`src/flptw_pkg.sv`:
```
// Shared types and constants for the four-level page table walker.
// Used by the controller, the datapath and the top level; no dependencies.
`default_nettype none

package flptw_pkg;

  // input word: one table write or one translate request
  typedef struct packed {
    logic        mode;
    logic [12:0] entry_index;
    logic [63:0] entry_data;
    logic [63:0] virt_addr;
  } in_t;

  // result word
  typedef struct packed {
    logic        ok;
    logic [51:0] phys_addr;
    logic [5:0]  access_flags;
    logic [1:0]  page_size;
  } out_t;

  localparam int CfgIdxW  = 2;
  localparam int CfgDataW = 4;

  localparam logic [CfgIdxW-1:0] CFG_ENABLE = 2'd0;
  localparam logic [CfgIdxW-1:0] CFG_ROOT   = 2'd1;
  localparam logic [CfgIdxW-1:0] CFG_NX     = 2'd2;

  localparam logic MODE_WRITE = 1'b0;
  localparam logic MODE_XLATE = 1'b1;

  localparam logic [1:0] PS_4K = 2'd0;
  localparam logic [1:0] PS_2M = 2'd1;
  localparam logic [1:0] PS_1G = 2'd2;

  localparam logic [1:0] LVL_PML4 = 2'd0;
  localparam logic [1:0] LVL_PDPT = 2'd1;
  localparam logic [1:0] LVL_PD   = 2'd2;
  localparam logic [1:0] LVL_PT   = 2'd3;

  // entry bit positions
  localparam int PTE_P  = 0;
  localparam int PTE_W  = 1;
  localparam int PTE_U  = 2;
  localparam int PTE_WT = 3;
  localparam int PTE_CD = 4;
  localparam int PTE_PS = 7;
  localparam int PTE_G  = 8;
  localparam int PTE_NX = 63;

  localparam int EntryIdxW = 9;

  // controller to datapath
  typedef struct packed {
    logic clr_wr;
    logic accept;
    logic start;
    logic step;
    logic load_out;
    logic load_hold;
    logic out_hold_src;
  } cmd_t;

  // datapath to controller
  typedef struct packed {
    logic is_xlate;
    logic pre_fail;
    logic ent_fin;
    logic clr_last;
    logic out_free;
  } stat_t;

endpackage

`default_nettype wire

```
`src/flptw_ctrl.sv`:
```
// Sequencer of the walker: clearing pass, idle, walk and result hold.
// Depends on flptw_pkg for the command and status structs.
`default_nettype none

module flptw_ctrl (
  input  wire logic            clk_i,
  input  wire logic            rst_ni,
  input  wire logic            in_valid_i,
  output logic                 in_stall_o,
  input  wire flptw_pkg::stat_t stat_i,
  output flptw_pkg::cmd_t      cmd_o
);

  localparam logic [1:0] S_CLEAR = 2'd0;
  localparam logic [1:0] S_IDLE  = 2'd1;
  localparam logic [1:0] S_WALK  = 2'd2;
  localparam logic [1:0] S_HOLD  = 2'd3;

  logic [1:0] state_q, state_d;
  logic       fin;

  always_comb begin
    state_d = state_q;
    cmd_o   = '0;
    fin     = 1'b0;
    unique case (state_q)
      S_CLEAR: begin
        cmd_o.clr_wr = 1'b1;
        if (stat_i.clr_last) state_d = S_IDLE;
      end
      S_IDLE: begin
        if (in_valid_i) begin
          cmd_o.accept = 1'b1;
          if (stat_i.is_xlate && !stat_i.pre_fail) begin
            cmd_o.start = 1'b1;
            state_d     = S_WALK;
          end else begin
            fin = 1'b1;
          end
        end
      end
      S_WALK: begin
        if (stat_i.ent_fin) begin
          fin = 1'b1;
        end else begin
          cmd_o.step = 1'b1;
        end
      end
      S_HOLD: begin
        if (stat_i.out_free) begin
          cmd_o.load_out     = 1'b1;
          cmd_o.out_hold_src = 1'b1;
          state_d            = S_IDLE;
        end
      end
      default: state_d = S_CLEAR;
    endcase
    // a finished word goes straight out, or parks until the output frees up
    if (fin) begin
      if (stat_i.out_free) begin
        cmd_o.load_out = 1'b1;
        state_d        = S_IDLE;
      end else begin
        cmd_o.load_hold = 1'b1;
        state_d         = S_HOLD;
      end
    end
  end

  always_ff @(posedge clk_i or negedge rst_ni) begin
    if (!rst_ni) begin
      state_q <= S_CLEAR;
    end else begin
      state_q <= state_d;
    end
  end

  assign in_stall_o = (state_q != S_IDLE);

  a_walk_entry: assert property (@(posedge clk_i) disable iff (!rst_ni)
    (state_q == S_WALK) |-> ($past(state_q) == S_IDLE || $past(state_q) == S_WALK))
    else $error("walk state entered from outside idle or walk");

endmodule

`default_nettype wire

```
`config.mk`:
```
export PLATFORM = sky130hd
export DESIGN_NAME = flptw_ctrl
export DESIGN_NICKNAME = d
export VERILOG_FILES = /design/src/flptw_pkg.sv /design/src/flptw_ctrl.sv
export SDC_FILE = /design/constraint.sdc
export NUM_CORES = 1
export LEC_CHECK = 0
export ABC_AREA = 1
export BUFFER_PORTS_ARGS = -buffer_cell sky130_fd_sc_hd__buf_2
export CORE_AREA = 2 2 39 41
export CTS_CLUSTER_SIZE = 25
export DETAILED_ROUTE_END_ITERATION = 12
export DIE_AREA = 0 0 41 43
export HOLD_SLACK_MARGIN = 0.03
export PLACE_DENSITY = 0.45
export SLEW_MARGIN = 20
export SYNTH_ARGS = -nofsm -noshare
export SYNTH_HDL_FRONTEND = slang
export SYNTH_SLANG_ARGS = --single-unit
```
`constraint.sdc`:
```
create_clock -name clk_i -period 1.3 [get_ports clk_i]
set_input_delay 0.26 -clock clk_i [delete_from_list [all_inputs] [get_ports clk_i]]
set_output_delay 0.26 -clock clk_i [all_outputs]
set_load 0.005 [all_outputs]
```
## Yosys cells after proc, flatten, opt, wreduce, memory -nomap -nowiden

Cells that the tools add are included.
Widths: inputs -> output; s select.

| cells by class | value |
|---|---|
| equality and inequality tests | 8 |
| muxes and demuxes | 22 |
| reductions and logical operators | 5 |

Operators with widths:

| operator | number |
|---|---|
| $mux 2 | 9 |
| $ne 3x3->1 const B | 4 |
| $mux 1 | 11 |
| $pmux 2 s3 | 1 |
| $reduce_and 5->1 | 1 |
| $eq 2x2->1 const B | 2 |
| $reduce_bool 4->1 | 1 |
| $eq 2x1->1 const B | 1 |
| $logic_not 2->1 | 1 |
| $ne 2x1->1 const B | 1 |
| $pmux 1 s2 | 1 |
| $logic_and 1x1->1 | 1 |
| $logic_not 1->1 | 1 |

| word-level totals | value |
|---|---|
| bits in registers | 2 |
| input port bits | 8 |
| output and inout bits | 8 |
| logic and storage cells | 36 |

## Longest topological paths before layout

Gate-level depths: netlist of run 1.

| logic depth | value |
|---|---|
| word-level depth | 7 |
| gate-level depth with buffers | 11 |
| depth with buffers taken out | 11 |

## Least setup slack after synthesis of run 1

OpenSTA, ideal clock, no wires.

| timing | value |
|---|---|
| path type | reg-to-output |
| from | register state_q[1] |
| to | output port cmd_o[2] in the netlist's numbering |
| arrival time | 1.073 ns |
| required time | 1.040 ns |
| setup slack | -0.033 ns |
| stages on the path, launching flop included | 9 |
| buffers on the path | 0 |
| cells stage by stage | dfrtp_1 -> inv_1 -> ha_1 -> nand2_1 -> inv_2 -> nand2_2 -> nand2_2 -> nand2_2 -> o21ai_0 |

RTL lines:

| item | RTL line | RTL |
|---|---|---|
| start: declaration | flptw_ctrl.sv:19 | `logic [1:0] state_q, state_d;` |
| start signal: assignment | flptw_ctrl.sv:74 | `state_q <= state_d;` |
| end: declaration | flptw_ctrl.sv:11 | `output flptw_pkg::cmd_t cmd_o` |

==> qor.csv, run 1 <==
stage,metric,value,unit
timing,worst slew pin tran,149,ps
timing,clk_skew,0.860,ps
layout,Area growth syn-to-layout,109,%
logic_synthesis,cell accounting for the most synthesized area,dfrtp_1,
worst_setup_path,family with the most delay on the worst path,flip-flops,
worst_setup_path,"Largest stage delay, worst path",370,ps
timing,final worst slack,-294,ps
die,chip height,43,microns
die,CORE AREA,1380,sq um
layout,largest register by flop count,state_q,
timing,# setup viols final,7,
logic_synthesis,Mapped Area,253,sq um
global_route,grt peak-use layer,met2,
worst_setup_path,CP cell instances,inv_2 > ha_4 > nand2_2 > inv_2 > nand2_2 > nand2_2 > nand2_2 > o21ai_1 > buf_2,
timing,Max transition margin,90.0,%
route,WL per Instance,8.81,microns
logic_synthesis,Synth Register Bits,2,
status,failing checks,setup timing,
placement,HPWL Detailed,501,microns
timing,Pins Over Slew Limit,0,
logic_synthesis,Mapped Cells,41,
logic_synthesis,ys async rst share,100,%
worst_setup_path,crit-path max FO,2,
global_route,first-pass GRT wire length,1150,microns
die,Starting Density,18.3,%
worst_setup_path,Setup Crit Path Kind,reg2out,
cts,H-tree depth,1,
cts,Skew-Pair Late Insertion Delay,220,ps
layout,Largest regs,state_q x2,
cts,CTS tree,built,
global_route,largest net degree at the start of global routing,5,
placement,Routability Congestion,0.775,
logic_synthesis,Post-synth top cells,"inv_1 (11), nand2_1 (11), ha_1 (4)",
route,DRC Markers,0,
layout,post-layout util,38.2,%
global_route,total gr overflow,0,
logic_synthesis,Mapped Nets,53,
route,DR vias/cell,3.77,
logic_synthesis,ys flop type,dfrtp_1,
route,post-route ant nets,0,
global_route,met1 Use GR,10.9,%
timing,hold slack,349,ps
layout,layout cells sized above 1,64.2,%
placement,dpl ws,-127,ps
timing,"Hold Vio Cnt, Final",0,
logic_synthesis,synth top area cells,"dfrtp_1 (20%), ha_1 (20%), inv_1 (16%), nand2_1 (16%), nand2_2 (7.4%)",
route,Pre-antenna DRT Iters,2,
min_path,Hold/Removal Path Class,in2async,
route,1st-iter DRT viols,3,
cts,total CTS buffers,3,
layout,Final nets,81,
power_and_ir_drop,leakage,0.000304,uW
timing,RSZ-0062 raised after global routing,true,
global_route,GR Util met3,3.14,%
power_and_ir_drop,power density over the cells,1920,nW/um^2
worst_setup_path,Crit path buffers/inverters,3,
cts,maximum clock path buffer count,2,
die,# rows,14,
power_and_ir_drop,Peak VDD IR,0.691,mV
placement,PortBufs,15,
layout,max reg flops,2,
timing,setup_tns,-946,ps
cts,clk root buf,clkbuf_4,
worst_setup_path,CP Capture Type,output port,
run,max cap viols,0,
global_route,vias in the first global route,308,
timing,clock period minus final worst setup slack,1590,ps
logic_synthesis,syn_area_per_cell,6.16,sq um
logic_synthesis,area share of the largest cell type after synthesis,19.8,%
timing,fmax,627,MHz
logic_synthesis,YS warnings,0,
logic_synthesis,"EDFF count, synth",0,
cts,clk slew on worst S/H paths,30,ps
layout,Antenna diodes,0,
global_route,GRT Util Overall,9.94,%
worst_setup_path,crit path DAT,1330,ps
worst_setup_path,"Req. time, crit path",1040,ps
cts,clk sink count,2,
die,Die Area,1760,sq um
worst_setup_path,CP startpoint kind,flip-flop,
global_route,antenna violations before repair,0,
timing,period utilization,123,%
die,number of top-level pins,16,
global_route,met2 Resource Use GR,14.7,%
route,via count,313,
status,status,"complete, but fails checks",
route,routed wire length,731,microns
worst_setup_path,Most common cell on crit path,nand2_2,
worst_setup_path,slowest CP cell,dfrtp_1,
logic_synthesis,"Seq/Total Area, Yosys",19.8,%
logic_synthesis,synth unique cells,11,
die,die width,41,microns
==> cell usage in the layout, fill, tap and decap left out <==
master         count
buf_12             1
buf_2             13
buf_4              5
buf_6              3
clkbuf_4           3
dfrtp_1            1
dfrtp_2            1
dlygate4sd3_1      1
ha_4               4
inv_1              8
inv_2              4
nand2_1            7
nand2_2            7
nand3_1            2
nand3_2            1
nand4_1            1
nor2_1             2
o21ai_1            2
o21ai_2            1
==> layout make-up <==
| type | count | area, sq um |
|---|---|---|
| clock buffer | 3 | 22.5 |
| fill | 147 | 856 |
| inverter | 12 | 45.0 |
| multi-input combinational | 27 | 223 |
| sequential | 2 | 51.3 |
| tap | 16 | 20.0 |
| timing repair buffer | 23 | 166 |
==> per-layer routing <==
| layer | routed length [microns] | vias up |
|---|---|---|
| li1 | - | 173 |
| met1 | 305 | 135 |
| met2 | 413 | 5 |
| met3 | 12 | 0 |
| met4 | 0 | 0 |
| met5 | 0 | - |
==> path summary, 6_finish.rpt <==
kind                       slack [ps]  cells after the start       start          to
min in group clk_i                450                      5   stat_i[3]  state_q[0]
setup reg to reg                    0                     12  state_q[1]  state_q[1]
hold reg to reg                   680                      3  state_q[0]  state_q[0]
hold / removal                    350                      2      rst_ni  state_q[0]
setup / recovery                 -290                      9  state_q[1]    cmd_o[2]
max in group asynchronous         840                      2      rst_ni  state_q[0]
==> stage by stage <==
| step | cells | cell area [sq um] | total power (uW) |
|---|---|---|---|
| 4_1_cts | 83 | 495 | 939 |
| 2_1_floorplan | 41 | 253 | 394 |
| 3_3_place_gp | 75 | 370 | 566 |
| 3_5_place_dp | 75 | 370 | 568 |
| 5_1_grt | 83 | 528 | 1110 |
| 6_report | 83 | 528 | 1010 |
==> kinds of logic (layout without fill, tap and decap cells) <==
logic type	count (synthesis)	after routing	synth area share [%]
buf+inv	12	38	17.8
compound gates	3	3	7.43
fa+ha+maj	4	4	19.8
simple gates	20	20	35.2
flops	2	2	19.8
==> power breakdown <==
part / internal [uW] / total, uW / leakage [uW] / switching (uW)
logic: 397 / 762 / 0.000269 / 364
clock network: 102 / 138 / 0.0000138 / 36.4
registers: 89.6 / 114 / 0.0000218 / 24.5
==> timing repair <==
action / in CTS / in global routing
hold buffers: 1 / 0
buffers inserted: 4 / 1
gates resized for setup: 13 / 7
pin swaps: 4 / 4
hold endpoints to repair: 2 / 0
setup endpoints to repair: 9 / 10
Power figures use the tool's default switching activity.
==> inputs of run 2 (changes only) <==
ABC_AREA = 0   (was 1)
==> run 2 against run 1 <==
The run still ends with setup timing left; sequential share of layout area is 0.92 points lower; global-route usage fell by 0.80 points; worst hold slack worse by 48 ps; critical path depth decreased by 2; final cell count is 9.6% lower; design area is 7.8% higher; maximum frequency shrank 6.2%; routed wire length down 6.2%; worst setup slack worse by 110 ps; synthesized cell count is 32% lower; flip-flop and latch count did not move.
==> qor.csv, run 2 <==
stage,metric,value,unit,change
status,status,"complete, but fails checks",,
status,failing checks,setup timing,,
worst_setup_path,CP Capture Type,output port,,
worst_setup_path,Setup Crit Path Kind,reg2out,,
global_route,first-pass GRT wire length,1000,microns,-13%
timing,period utilization,131,%,+8.1 points
die,number of top-level pins,16,,unchanged
cts,clk root buf,clkbuf_4,,
global_route,antenna violations before repair,0,,unchanged
placement,Routability Congestion,0.734,,-5.3%
cts,H-tree depth,1,,unchanged
cts,CTS tree,built,,
logic_synthesis,Post-synth top cells,"ha_1 (4), nor2b_1 (4), inv_1 (3)",,
logic_synthesis,area share of the largest cell type after synthesis,19.6,%,-0.19 points
timing,RSZ-0062 raised after global routing,true,,
die,chip height,43,microns,unchanged
die,Starting Density,18.4,%,+0.18 points
layout,"Cell Count, Final, Fillers Out",75,,-9.6%
min_path,Hold/Removal Path Class,in2reg,,
logic_synthesis,Synth Register Bits,2,,unchanged
route,1st-iter DRT viols,2,,-1
run,max cap viols,0,,unchanged
placement,PortBufs,15,,unchanged
timing,clk_skew,0.436,ps,-0.424 ps
logic_synthesis,Mapped Cells,28,,-32%
layout,Largest regs,state_q x2,,
route,Pre-antenna DRT Iters,4,,+2
worst_setup_path,Reg2Reg Launch Point,state_q[1],,
logic_synthesis,main combinational cell family by area after synthesis,simple AND/OR/NAND/NOR gates,,
timing,final worst slack,-400,ps,-105 ps
global_route,total gr overflow,0,,unchanged
logic_synthesis,syn_area_per_cell,9.12,sq um,+48%
route,DRC Markers,0,,unchanged
die,Die Area,1760,sq um,unchanged
timing,Max transition margin,76.6,%,-13 points
logic_synthesis,Synth Area in Compound Gates,23.5,%,+16 points
worst_setup_path,R2R Path End,state_q[1],,
logic_synthesis,Mapped Nets,40,,-25%
route,post-route ant nets,0,,unchanged
worst_setup_path,Worst Reg2Reg Path Length in Cells,6,,-6
layout,largest register by flop count,state_q,,
layout,most frequent cells in the layout,"buf_2 (13), buf_4 (10), buf_6 (4)",,
cts,total CTS buffers,3,,unchanged
logic_synthesis,YS warnings,0,,unchanged
timing,worst slew pin tran,349,ps,+199 ps
timing,clock period minus final worst setup slack,1700,ps,+105 ps
logic_synthesis,synth unique cells,18,,+7
cts,clk slew on worst S/H paths,30,ps,about the same
layout,Area growth syn-to-layout,123,%,
placement,dpl cells,65,,-13%
logic_synthesis,post-synthesis mux area share,0,%,unchanged
logic_synthesis,xor/xnor cell area share of the yosys netlist,0,%,unchanged
logic_synthesis,Synth Area in Simple Gates,32.8,%,-2.3 points
global_route,vias in the first global route,279,,-9.4%
power_and_ir_drop,leakage,0.000265,uW,-13%
global_route,GRT Util Overall,9.14,%,-0.80 points
logic_synthesis,synth top area cells,"dfrtp_1 (20%), ha_1 (20%), a2111oi_4 (11%), nor2b_1 (9.8%), inv_1 (4.4%)",,
route,WL per Instance,9.15,microns,+3.9%
timing,Pins Over Slew Limit,0,,unchanged
layout,post-layout util,41.1,%,+3.0 points
worst_setup_path,crit-path max FO,3,,+1
global_route,largest net degree at the start of global routing,6,,+1
logic_synthesis,cell accounting for the most synthesized area,dfrtp_1,,
die,CORE AREA,1380,sq um,unchanged
logic_synthesis,adder-cell area share of the yosys netlist,19.6,%,-0.19 points
worst_setup_path,end point of the critical path,cmd_o[2],,
placement,DP Area,430,sq um,+16%
worst_setup_path,"Req. time, crit path",1040,ps,about the same
die,# rows,14,,unchanged
worst_setup_path,crit path DAT,1440,ps,+110 ps
layout,"most common cell after layout, fill and taps aside",buf_2,,
power_and_ir_drop,power density over the cells,1960,nW/um^2,+2.1%
layout,Final nets,73,,-9.9%
die,die width,41,microns,unchanged
power_and_ir_drop,Peak VDD IR,0.653,mV,-5.6%
route,DR vias/cell,4.08,,+8.2%
placement,HPWL Detailed,560,microns,+12%
worst_setup_path,worst setup path start,state_q[1],,
worst_setup_path,"setup slack, reg-to-reg",-210,ps,-210 ps
timing,fmax,588,MHz,-6.2%
layout,Antenna diodes,0,,unchanged
logic_synthesis,"EDFF count, synth",0,,unchanged
layout,fillers,144,,-2.0%
cts,clk sink count,2,,unchanged
cts,maximum clock path buffer count,2,,unchanged
cts,Skew-Pair Late Insertion Delay,220,ps,about the same
logic_synthesis,"Seq/Total Area, Yosys",19.6,%,-0.19 points
worst_setup_path,CP startpoint kind,flip-flop,,
route,via count,306,,-2.2%
logic_synthesis,ys flop type,dfrtp_1,,
logic_synthesis,ys async rst share,100,%,unchanged
logic_synthesis,Mapped Area,255,sq um,+0.99%
timing,# setup viols final,10,,+3
route,routed wire length,686,microns,-6.2%
layout,max reg flops,2,,unchanged
layout,layout cells sized above 1,76.3,%,+12 points
layout,Finished Cell Area,569,sq um,+7.8%
timing,"Hold Vio Cnt, Final",0,,unchanged
==> run 2: cell count changes in the layout (fill, tap and decap cells not counted), sizes merged, moves of 2 or more <==
cell   previous run  this run
buf              22        27
nand2            14         1
inv              12         3
o21ai             3         1
a21oi             0         2
nor2b             0         5
nand3             3         0
and2              0         2
==> run 2: worst min-delay path by stage <==
stage                          from          to  cells after the start
final                     stat_i[0]  state_q[1]                      2
after global routing      stat_i[0]  state_q[1]                      2
after CTS                 stat_i[0]  state_q[1]                      2
after detailed placement     rst_ni  state_q[1]                      1
after global placement       rst_ni  state_q[0]                      1
after floorplan              rst_ni  state_q[0]                      0
==> run 2: what timing repair did <==
| action | 4_1_cts | 5_1_grt |
|---|---|---|
| setup endpoints to repair | 9 | 10 |
| resized for setup | 11 | 2 |
| hold endpoints to repair | 2 | 0 |
| buffers inserted | 5 | 1 |
| hold buffers | 1 | 0 |
| pin swaps | 4 | 3 |
==> run 2: where the power goes <==
part,total (uW),internal [uW],switching (uW)
clock,135,102,32.9
sequential,112,87.8,24.6
combinational,870,514,356
total,1120,703,414
==> run 2: cell type report <==
cell class	count	area (sq um)	share of cell area, %
tap	16	20.0	3.52
sequential	2	50.0	8.79
clock buffer	3	22.5	3.96
inverter	3	11.3	1.98
timing repair buffer	28	195	34.3
multi-input combinational	23	270	47.5
==> run 2: per-stage QoR <==
step / setup TNS [ps] / setup WS, ps / total power [uW] / hold slack (ps)
after CTS: -2250 / -423 / 1090 / 294
final: -2160 / -400 / 1120 / 301
after global routing: -2960 / -485 / 1210 / 313
after detailed placement: -874 / -230 / 742 / 48.2
after floorplan: -179 / -70.0 / 484 / -35.6
after global placement: -834 / -212 / 740 / 46.6
==> run 2: cells by family after synthesis <==
family | Yosys count
and+or+nand+nor | 13
DFF | 2
buffers and inverters | 3
AOI/OAI and AO/OA | 6
adders and majority gates | 4
==> run 2: routing by layer <==
layer  global-route usage, %  vias to the layer above  part of all wire (%)
li1                        -                      158                     -
met2                    14.7                       10                    57
met1                    8.36                      138                    36
met3                    3.14                        0                   6.3
met4                    8.00                        0                     0
met5                       0                        -                     0
==> run 2: critical path: stages (launching register included) <==
cell,delay (ps)
dfrtp_1,370
inv_2,60
ha_4,150
and2_4,130
a22o_1,210
a21oi_1,130
nor2b_1,50
buf_2,120
==> inputs of run 3 (changes only) <==
PLACE_DENSITY = 0.43   (was 0.45)
RECOVER_POWER = 25   (was not set)
clock period = 2 ns   (was 1.3 ns; I/O delays follow)
==> run 3 against run 2 <==
The run now ends clean; first-iteration DRC count down 100%; clock skew up 0.88 ps; global-route usage down 1.4 points; total power down 59%; worst hold slack better by 150 ps; flip-flop and latch count unchanged.
==> qor.csv, run 3 (synthesis gave the netlist of run 2 again) <==
stage,metric,value,unit,change
status,status,completed,,
timing,setup_tns,0,ps,+2160 ps
route,post-route ant nets,0,,unchanged
layout,Area growth syn-to-layout,54.9,%,
die,CORE AREA,1380,sq um,unchanged
die,number of top-level pins,16,,unchanged
global_route,vias in the first global route,237,,-15%
worst_setup_path,CP cell instances,ha_2 > and2_4 > a22o_1 > a21oi_2 > nor2b_1 > buf_2,,
timing,final worst slack,92.2,ps,+492 ps
global_route,GR Util met3,3.14,%,unchanged
layout,Multi-input gate area,200,sq um,-26%
route,WL per Instance,8.42,microns,-7.9%
layout,Antenna diodes,0,,unchanged
cts,CTS tree,built,,
die,Die Area,1760,sq um,unchanged
cts,clk sink count,2,,unchanged
layout,fillers,151,,+4.9%
global_route,antenna violations before repair,0,,unchanged
power_and_ir_drop,power density over the cells,1150,nW/um^2,-41%
die,Starting Density,18.4,%,unchanged
min_path,hold path start,stat_i[0],,
route,routed wire length,539,microns,-21%
die,die width,41,microns,unchanged
layout,max reg flops,2,,unchanged
worst_setup_path,Setup Crit Path Kind,reg2out,,
cts,clk root buf,clkbuf_4,,
worst_setup_path,Reg2Reg Launch Point,state_q[0],,
timing,worst slew pin tran,254,ps,-94.3 ps
power_and_ir_drop,leakage,0.000202,uW,-24%
route,Pre-antenna DRT Iters,1,,-3
timing,period utilization,95.4,%,
die,# rows,14,,unchanged
timing,clock period minus final worst setup slack,1910,ps,
worst_setup_path,crit path DAT,1510,ps,+70 ps
worst_setup_path,crit-path max FO,3,,unchanged
global_route,largest net degree at the start of global routing,6,,unchanged
timing,RSZ-0062 raised after global routing,false,,
worst_setup_path,worst setup path start,state_q[0],,
route,DR vias/cell,3.94,,-3.5%
layout,Largest regs,state_q x2,,
die,chip height,43,microns,unchanged
route,1st-iter DRT viols,0,,-2
layout,"Cell Count, Final, Fillers Out",64,,-15%
timing,fmax,524,MHz,
global_route,grt peak-use layer,met2,,
timing,hold slack,448,ps,+147 ps
layout,"most common cell after layout, fill and taps aside",buf_2,,
route,via count,252,,-18%
timing,"Hold Vio Cnt, Final",0,,unchanged
global_route,total gr overflow,0,,unchanged
layout,Final nets,62,,-15%
cts,maximum clock path buffer count,2,,unchanged
min_path,Hold/Removal Path Class,in2reg,,
layout,largest register by flop count,state_q,,
worst_setup_path,"Req. time, crit path",1600,ps,+560 ps
layout,sequential cell area,50.0,sq um,unchanged
layout,most frequent cells in the layout,"buf_2 (14), nor2b_1 (4), inv_1 (3), ha_1 (3), clkbuf_4 (3)",,
timing,# setup viols final,0,,-10
worst_setup_path,"Largest stage delay, worst path",390,ps,+20 ps
global_route,met1 Use GR,9.35,%,+0.99 points
placement,PortBufs,15,,unchanged
timing,Max transition margin,83.0,%,+6.4 points
cts,clk slew on worst S/H paths,30,ps,about the same
cts,Skew-Pair Late Insertion Delay,220,ps,about the same
placement,dpl cells,59,,-9.2%
timing,Pins Over Slew Limit,0,,unchanged
cts,H-tree depth,1,,unchanged
global_route,GRT Util Overall,7.74,%,-1.4 points
placement,dpl ws,209,ps,+439 ps
worst_setup_path,slowest CP cell,dfrtp_1,,
timing,clk_skew,1.32,ps,+0.883 ps
route,DRC Markers,0,,unchanged
cts,total CTS buffers,3,,unchanged
worst_setup_path,CP startpoint kind,flip-flop,,
global_route,met2 Resource Use GR,10.3,%,-4.4 points
power_and_ir_drop,Peak VDD IR,0.495,mV,-24%
layout,layout cells sized above 1,50.0,%,-26 points
global_route,first-pass GRT wire length,883,microns,-12%
placement,Routability Congestion,0.673,,-8.4%
worst_setup_path,CP Capture Type,output port,,
run,max cap viols,0,,unchanged
## run 3: changes by cell type in the layout (fill, tap and decap cells not counted), sizes merged
cell	delta
buf	-12
clkbuf	+1
## run 3: repair_timing
item                                    4_1_cts  5_1_grt
endpoints found under the setup margin        1        1
buffers inserted                              1        0
hold buffers                                  1        0
pin swaps                                     0        0
hold endpoints to repair                      2        0
gates resized for setup                       0        2
## run 3: path summary, 6_finish.rpt
check	slack, ps	cells past startpoint	to
max reg2reg	440	5	state_q[1]
max in group asynchronous	1370	2	state_q[1]
min reg2reg	650	2	state_q[0]
min in group asynchronous	500	2	state_q[0]
min	450	2	state_q[1]
max	90	6	cmd_o[2]
## run 3: critical path, delay by kind of cell, from the launching register on
kind,cells,cell delay (ps)
compound gates,2,370
fa+ha+maj,1,210
buf+inv,1,120
flops,1,390
simple gates,2,210
## run 3: final cells by class
class                      instances  area share, %
clock buffer                       3           5.70
inverter                           3           2.85
multi-input combinational         23           50.6
sequential                         2           12.7
tap                               16           5.06
timing repair buffer              17           23.1
## run 3: power breakdown
group          total (uW)  internal, uW  switching, uW
clock                87.3          66.1           21.2
combinational         301           149            153
sequential           66.8          57.1           9.71
total                 455           272            184
## run 3: layer usage
metal	vias up	wire [microns]
met5	-	0
met4	0	0
met1	107	220
li1	137	-
met2	8	281
met3	0	37
## run 3: metrics by stage
step                      utilization (%)  cell area, sq um  power [uW]
after floorplan                         -               255         264
after global placement               25.3               350         352
after detailed placement             25.3               350         349
after CTS                            28.2               390         457
after global routing                 28.6               395         511
final                                28.6               395         455
